## src/swgl_pkg.sv

```systemverilog
// shared types, constants and tables for the swiglu activation pipeline
package swgl_pkg;

    localparam int POW_STEPS    = 16;
    localparam int SEED_ENTRIES = 256;

    localparam logic signed [31:0] LOG2E_Q30 = 32'sd1549082005;
    localparam logic [15:0] SIG_MAX = 16'hFFFF;

    // 2^(2^-(k+1)) in q1.15 for entry k, fraction bit 15 first
    localparam logic [15:0] POW2_TAB [POW_STEPS] = '{
        16'd46341, 16'd38968, 16'd35734, 16'd34219, 16'd33486, 16'd33125, 16'd32946, 16'd32857,
        16'd32812, 16'd32790, 16'd32779, 16'd32774, 16'd32771, 16'd32769, 16'd32769, 16'd32768
    };

    typedef logic [29:0] seed_tab_t [SEED_ENTRIES];

    // floor(2^39 / (2*top+1)) for top = 256..511, by long division
    function automatic seed_tab_t build_seed_tab();
        seed_tab_t   tab;
        logic [10:0] den;
        logic [10:0] rem;
        logic [39:0] quo;
        for (int i = 0; i < SEED_ENTRIES; i++) begin
            den = 11'(2 * (SEED_ENTRIES + i) + 1);
            rem = '0;
            quo = '0;
            for (int b = 39; b >= 0; b--) begin
                rem = {rem[9:0], (b == 39)};
                if (rem >= den) begin
                    rem    = rem - den;
                    quo[b] = 1'b1;
                end
            end
            tab[i] = quo[29:0];
        end
        return tab;
    endfunction

    localparam seed_tab_t SEED_TAB = build_seed_tab();

    typedef struct packed {
        logic signed [31:0] gate_value;
        logic signed [31:0] up_value;
    } in_item_t;

    typedef struct packed {
        logic signed [31:0] result_value;
        logic               saturated;
    } out_item_t;

    typedef struct packed {
        logic signed [31:0] gate_value;
        logic signed [31:0] up_value;
        logic [7:0]         mant;
        logic [5:0]         shamt;
        logic               zero;
        logic               full;
    } exp_item_t;

    typedef struct packed {
        logic signed [31:0] gate_value;
        logic signed [31:0] up_value;
        logic [15:0]        sig;
    } sig_item_t;

endpackage

```

## src/swgl_gate.sv

```systemverilog
// product stages: x * sigmoid * u with rounding and saturation
module swgl_gate (
    input  logic                aclk,
    input  logic                aresetn,
    input  logic                in_valid,
    output logic                in_ready,
    input  swgl_pkg::sig_item_t in_item,
    output logic                out_valid,
    input  logic                out_ready,
    output swgl_pkg::out_item_t out_item
);
    import swgl_pkg::*;

    localparam int NSTG = 4;

    logic [NSTG-1:0] vld_reg;
    logic [NSTG-1:0] vld_next;
    logic [NSTG-1:0] feed;
    logic [NSTG:0]   go;

    always_comb begin
        go[NSTG] = out_ready;
        for (int k = NSTG - 1; k >= 0; k--) begin
            go[k] = !vld_reg[k] || go[k+1];
        end
    end

    assign feed = {vld_reg[NSTG-2:0], in_valid};

    always_comb begin
        for (int k = 0; k < NSTG; k++) begin
            vld_next[k] = go[k] ? feed[k] : vld_reg[k];
        end
    end

    always_ff @(posedge aclk) begin
        if (!aresetn) begin
            vld_reg <= '0;
        end else begin
            vld_reg <= vld_next;
        end
    end

    assign in_ready  = go[0];
    assign out_valid = vld_reg[NSTG-1];

    logic signed [48:0] pg_reg;
    logic signed [31:0] u1_reg;
    logic signed [31:0] g_reg;
    logic signed [31:0] u2_reg;
    logic signed [63:0] pr_reg;
    out_item_t          o_reg;

    logic signed [48:0] pg_rnd;
    logic signed [63:0] pr_rnd;
    logic               pos_ovf;
    logic               neg_ovf;

    always_comb begin
        pg_rnd  = pg_reg + 49'sd32768;
        pr_rnd  = pr_reg + 64'sd32768;
        // rounded result lives in bits 63:16, must fit in 32 signed bits
        pos_ovf = !pr_rnd[63] && (pr_rnd[62:47] != '0);
        neg_ovf = pr_rnd[63] && (pr_rnd[62:47] != '1);
    end

    always_ff @(posedge aclk) begin
        if (go[0]) begin
            pg_reg <= in_item.gate_value * $signed({1'b0, in_item.sig});
            u1_reg <= in_item.up_value;
        end
        if (go[1]) begin
            g_reg  <= pg_rnd[47:16];
            u2_reg <= u1_reg;
        end
        if (go[2]) begin
            pr_reg <= g_reg * u2_reg;
        end
        if (go[3]) begin
            if (pos_ovf) begin
                o_reg.result_value <= 32'sh7FFF_FFFF;
                o_reg.saturated    <= 1'b1;
            end else if (neg_ovf) begin
                o_reg.result_value <= 32'sh8000_0000;
                o_reg.saturated    <= 1'b1;
            end else begin
                o_reg.result_value <= pr_rnd[47:16];
                o_reg.saturated    <= 1'b0;
            end
        end
    end

    assign out_item = o_reg;

endmodule

```

## config.mk

```make
export PLATFORM = sky130hd
export DESIGN_NAME = swgl_gate
export DESIGN_NICKNAME = d
export VERILOG_FILES = /design/src/swgl_pkg.sv /design/src/swgl_gate.sv
export SDC_FILE = /design/constraint.sdc
export NUM_CORES = 2
export LEC_CHECK = 0
export BUFFER_PORTS_ARGS = -buffer_cell sky130_fd_sc_hd__buf_2
export CAP_MARGIN = 0
export CORE_MARGIN = 2
export CORE_UTILIZATION = 30
export CTS_BUF_LIST = sky130_fd_sc_hd__clkbuf_8
export DETAILED_ROUTE_END_ITERATION = 6
export GPL_TIMING_DRIVEN = 0
export PLACE_DENSITY = 0.49
export SLEW_MARGIN = 20
export SYNTH_ARGS = -nofsm -noshare
export SYNTH_HDL_FRONTEND = slang
export SYNTH_SLANG_ARGS = --single-unit
```

## constraint.sdc

```tcl
create_clock -name aclk -period 16.4 [get_ports aclk]
set_clock_uncertainty 0.1 [all_clocks]
set_input_delay 0 -clock aclk [delete_from_list [all_inputs] [get_ports aclk]]
set_output_delay 0 -clock aclk [all_outputs]
set_load 0.005 [all_outputs]
```

; ---- After elaboration in Yosys (flattened, before gate mapping)
; Cells that the tools add are included.
[classes]
n_addsub = 2
multipliers = 2
n_eq_ne = 1
n_mux = 1
reduce_logical = 12
[op_table]
columns = cell, count
row1 = 64-bit by 17-bit adder with 64-bit output (second input constant), 1
row2 = 32-bit by 32-bit multiplier with 64-bit output, 1
row3 = 48-bit by 17-bit adder with 48-bit output (second input constant), 1
row4 = 32-bit by 17-bit multiplier with 48-bit output, 1
row5 = 33-bit 2-to-1 mux, 1
row6 = 16-bit != test (second input constant), 1
row7 = 16-bit nonzero test, 1
row8 = 1-bit zero test, 5
row9 = 1-bit logical OR, 4
row10 = 1-bit logical AND, 2
[totals]
regBits = 245
inputBits = 84
out_inout_bits = 35

; ---- Logic depth before layout (Yosys ltp)
[depth]
depth_word = 5
mapped_depth = 28
depth_no_buf = 26

; ---- Worst setup path before layout
; No wires, ideal clock.
[synth_timing]
path_type = reg2reg
from = reg g_reg[31]
to = reg pr_reg[63] (data pin)
setup_time_ps = 260
arrival_time_ps = 7502
required_time_ps = 16040
setup_slack_ps = 8538
stages_incl_launch_ff = 28
n_path_buf = 2
synth_period_minus_slack_ps = 7862
path_cell_list = edfxtp_1 > clkbuf_1 > nand2_1 > inv_1 > fa_1 > inv_1 > fa_1 > inv_1 > fa_1 > fa_1 > inv_1 > fa_1 > inv_1 > fa_1 > inv_1 > fa_1 > inv_1 > fa_1 > ha_1 > clkbuf_1 > nand3_1 > nor2_1 > nor4b_1 > and3_1 > and3_1 > a211o_1 > a21oi_1 > xnor2_1
[synth_via]
elab_chain_len = 1
[synth_rtl]
columns = item, line
row1 = "start, declared", swgl_gate.sv:49  ; logic signed [31:0] g_reg;
row2 = "start signal, assigned", swgl_gate.sv:73  ; g_reg <= pg_rnd[47:16];
row3 = 32-bit by 32-bit multiplier with 64-bit output, swgl_gate.sv:77  ; pr_reg <= g_reg * u2_reg;
row4 = "end signal, assigned", swgl_gate.sv:77
row5 = "end, declared", swgl_gate.sv:51  ; logic signed [63:0] pr_reg;
; No other way between the ends.
; A chain may end at the register's enable or synchronous reset.

; ---- Worst setup path in the final report
; Ends and elaborated chain as after synthesis.

==> results.md <==
* Status: completed
* Vias in the first global route at about 48000
* Die height at approximately 460 um
* Buffers on Ports at roughly 120
* Final WS setup at 6220 ps
* Setup crit end kind: flip-flop
* 1st-iter DRT viols at roughly 2900
* CP required at around 17000 ps
* Max reg flops at 49
* Sum Neg Setup Slack at 0 ps
* Max cap viols at 0
* CTS buffer count at 41
* Non-Filler Instances at 9247
* Std cell rows at roughly 170
* TritonCTS Sinks at between 200 and 250
* H-tree levels at 2
* Final worst path period need at between 10000 and 15000 ps
* Startpoint types: flip-flop
* Grt met3 use at 2.89%
* Register area share after synthesis at roughly a tenth
* GR Util All Layers at 20.8%
* Total number of vias at ~43000
* Clock-pin slew on the worst setup and hold paths at 60 ps
* Aggregate global routing overflow at 0
* Share of layout cells above drive strength 1 at 3.34%
* Initial Util at between 30 and 40%
* Critical Path End: pr_reg[63]$_DFFE_PP_
* Synth unique cells at around 80
* Setup crit start: g_reg[31]$_DFFE_PP_
* Crit Path Max Fanout at 11
* Worst Reg-to-Reg Cells at 26
* Max Slew Vio Count at 0
* Detailed-route wire length per cell at approximately 23 um
* Post-cts resize count at 0
* Mapped Area at slightly above 60000 sq um
* Mapped Nets at 8230
* Largest net degree at the start of global routing at 35
* Critical Path AT at 10490 ps
* Final Hold Fails at 0
* Post-synth EDFFs at ~210
* Total core area at a little over 200000 sq um
* Via density at approximately 4.7
* Critical path's largest stage delay at 1060 ps
* Setup Buffers After CTS at 0
* Post-detail-place hpwl at between 150 and 200 mm
* Hold_buf cts at 73
* HP Class: primary input to flip-flop
* Fin crit share at 62.1%
* Final ANT Viol Nets at 0
* Worst-Margin Slew at 1150 ps
* Placed cells at roughly 9100
* RSZ-0062 raised after global routing: no
* Critical path's slowest cell: fa_1
* TritonCTS clock tree: yes
* Slew headroom at 21.3%
* First-pass GRT wire length at 320 mm
* Gpl congestion at around 0.95
* Routed WL at approximately 210 mm
* Post-synth top flop: edfxtp_1
* Initial antenna violation count at 17
* CTS root buf: clkbuf_8
* Fmax at between 0.09 and 0.1 GHz
* Final Net Count at between 8000 and 9000
* Setup Crit Path Kind: flip-flop to flip-flop
* R2r setup slk at roughly 6200 ps
* Worst r2r src: g_reg[31]$_DFFE_PP_
* DR pass1 iterations at 5
* Area Overhead vs Synth at 9.06%
* GRT busiest layer: met2
* GR Layer Usage met1 at between 20% and 30%
* Post-synthesis cell count at about 6300
* Finish-stage setup viols at 0
* Fill count at ~21000
* Met2 usage at between 30 and 40%
* Syn Area/Cell at a little under 10 sq um
* CTS Buffer Depth at 3
* Ys Warns at 0
* Die area at around 210000 sq um
* Dpl ws at roughly 6200 ps
* Number of synthesized register bits at 215
* Clock Latency Late Sink at ~700 ps
* Crit path top cell by count: fa_1
* Worst r2r dst: pr_reg[63]$_DFFE_PP_
* Die Wd at 456 um
* Post-synth ARST share at 0%
* # DRC at 0
* I/O Pins at around 120
[per-layer routing]
| metal | vias to the layer above | wire length (um) |
|---|---|---|
| li1 | 18900 | - |
| met1 | 22800 | 93000 |
| met2 | 1525 | 97000 |
| met3 | 322 | 14100 |
| met4 | 2 | 8880 |
| met5 | - | 13 |
[metrics by stage]
step | util, % | area [sq um] | hold WS (ps)
2_1_floorplan | - | 61400 | -1.13
3_5_place_dp | 32.1 | 65400 | 79.4
3_3_place_gp | 32.0 | 65400 | 78.8
5_1_grt | 32.8 | 67000 | 65.2
6_report | 32.8 | 67000 | 77.2
4_1_cts | 32.8 | 67000 | 10.0
[worst min-delay path by stage]
stage	startpoint	end	slack (ps)	cells after the start
floorplan	in_item[16]	u1_reg[0]$_DFFE_PP_	-1	0
global placement	in_item[41]	u1_reg[25]$_DFFE_PP_	80	1
detailed placement	in_item[33]	u1_reg[17]$_DFFE_PP_	80	1
CTS	aresetn	vld_reg[2]$_SDFFE_PN0P_	10	3
global route	aresetn	vld_reg[2]$_SDFFE_PN0P_	70	3
finish	aresetn	vld_reg[2]$_SDFFE_PN0P_	80	3
[Yosys cell counts, types with 10 or more instances]
cell / number / area (sq um)
nor2b_1: 39 / 244
and2_1: 710 / 4440
a21oi_1: 96 / 480
nand2_1: 888 / 3330
o21ai_0: 63 / 315
clkbuf_1: 292 / 1100
edfxtp_1: 211 / 6340
inv_1: 1502 / 5640
a21o_1: 41 / 308
nand3_1: 61 / 305
fa_1: 1563 / 31300
a211o_1: 10 / 87.6
and3_1: 25 / 156
ha_1: 294 / 3680
nor3_1: 20 / 100
nand4_1: 35 / 219
nand2b_1: 14 / 87.6
xor2_1: 62 / 543
a31oi_1: 10 / 62.6
a211oi_1: 14 / 105
nor2_1: 79 / 297
xnor2_1: 111 / 972
o211ai_1: 10 / 75.1
[placed cells by master, fill, tap and decap left out, drive strengths merged, types with 4 or more instances in the layout]
cell type	instances
dlygate4sd3	73
a21o	41
nor3	23
clkbuf	334
clkinv	12
and3	25
inv	1517
fa	1563
nor4	6
and4	10
dfxtp	4
nand2	889
nor2	80
nand4	37
o21a	9
a211oi	14
o31ai	6
nor4b	6
nand3	61
or3	4
diode	5
o21bai	6
xor2	62
nand2b	14
o21ai	67
a31oi	10
and2	711
o211ai	10
a21boi	5
nor2b	39
xnor2	111
ha	294
or2	5
edfxtp	211
buf	128
a211o	10
a21oi	105
a41oi	7
[cell type report]
type	instances	area, sq um	share of cell area, %
multi-input cells	4272	48200	72.0
flip-flops and latches	215	6420	9.58
inverters	1502	5640	8.42
well taps	2688	3360	5.02
repair buffers	194	1380	2.06
plain buffers	300	1150	1.72
clock buffers	41	564	0.843
clock inverters	30	225	0.336
diodes	5	12.5	0.0187
[kinds of logic after synthesis]
kind of cell / Yosys count / synth area share (%)
mux: 2 / 0.0346
xor+xnor: 173 / 2.47
fa+ha+maj: 1857 / 56.9
compound gates: 325 / 3.45
buf+inv: 1802 / 11.1
flops: 215 / 10.4
simple gates: 1915 / 15.6
[worst max-delay path: cells and delay by family, from the launching register on]
family | cells | cell delay, ps
compound gates | 3 | 380
xor+xnor | 1 | 410
fa+ha+maj | 9 | 5010
buf+inv | 7 | 1810
flops | 1 | 560
simple gates | 6 | 1620
Power is not shown: default switching activity piles up to over one toggle a cycle in this logic, so the estimate is an artifact.
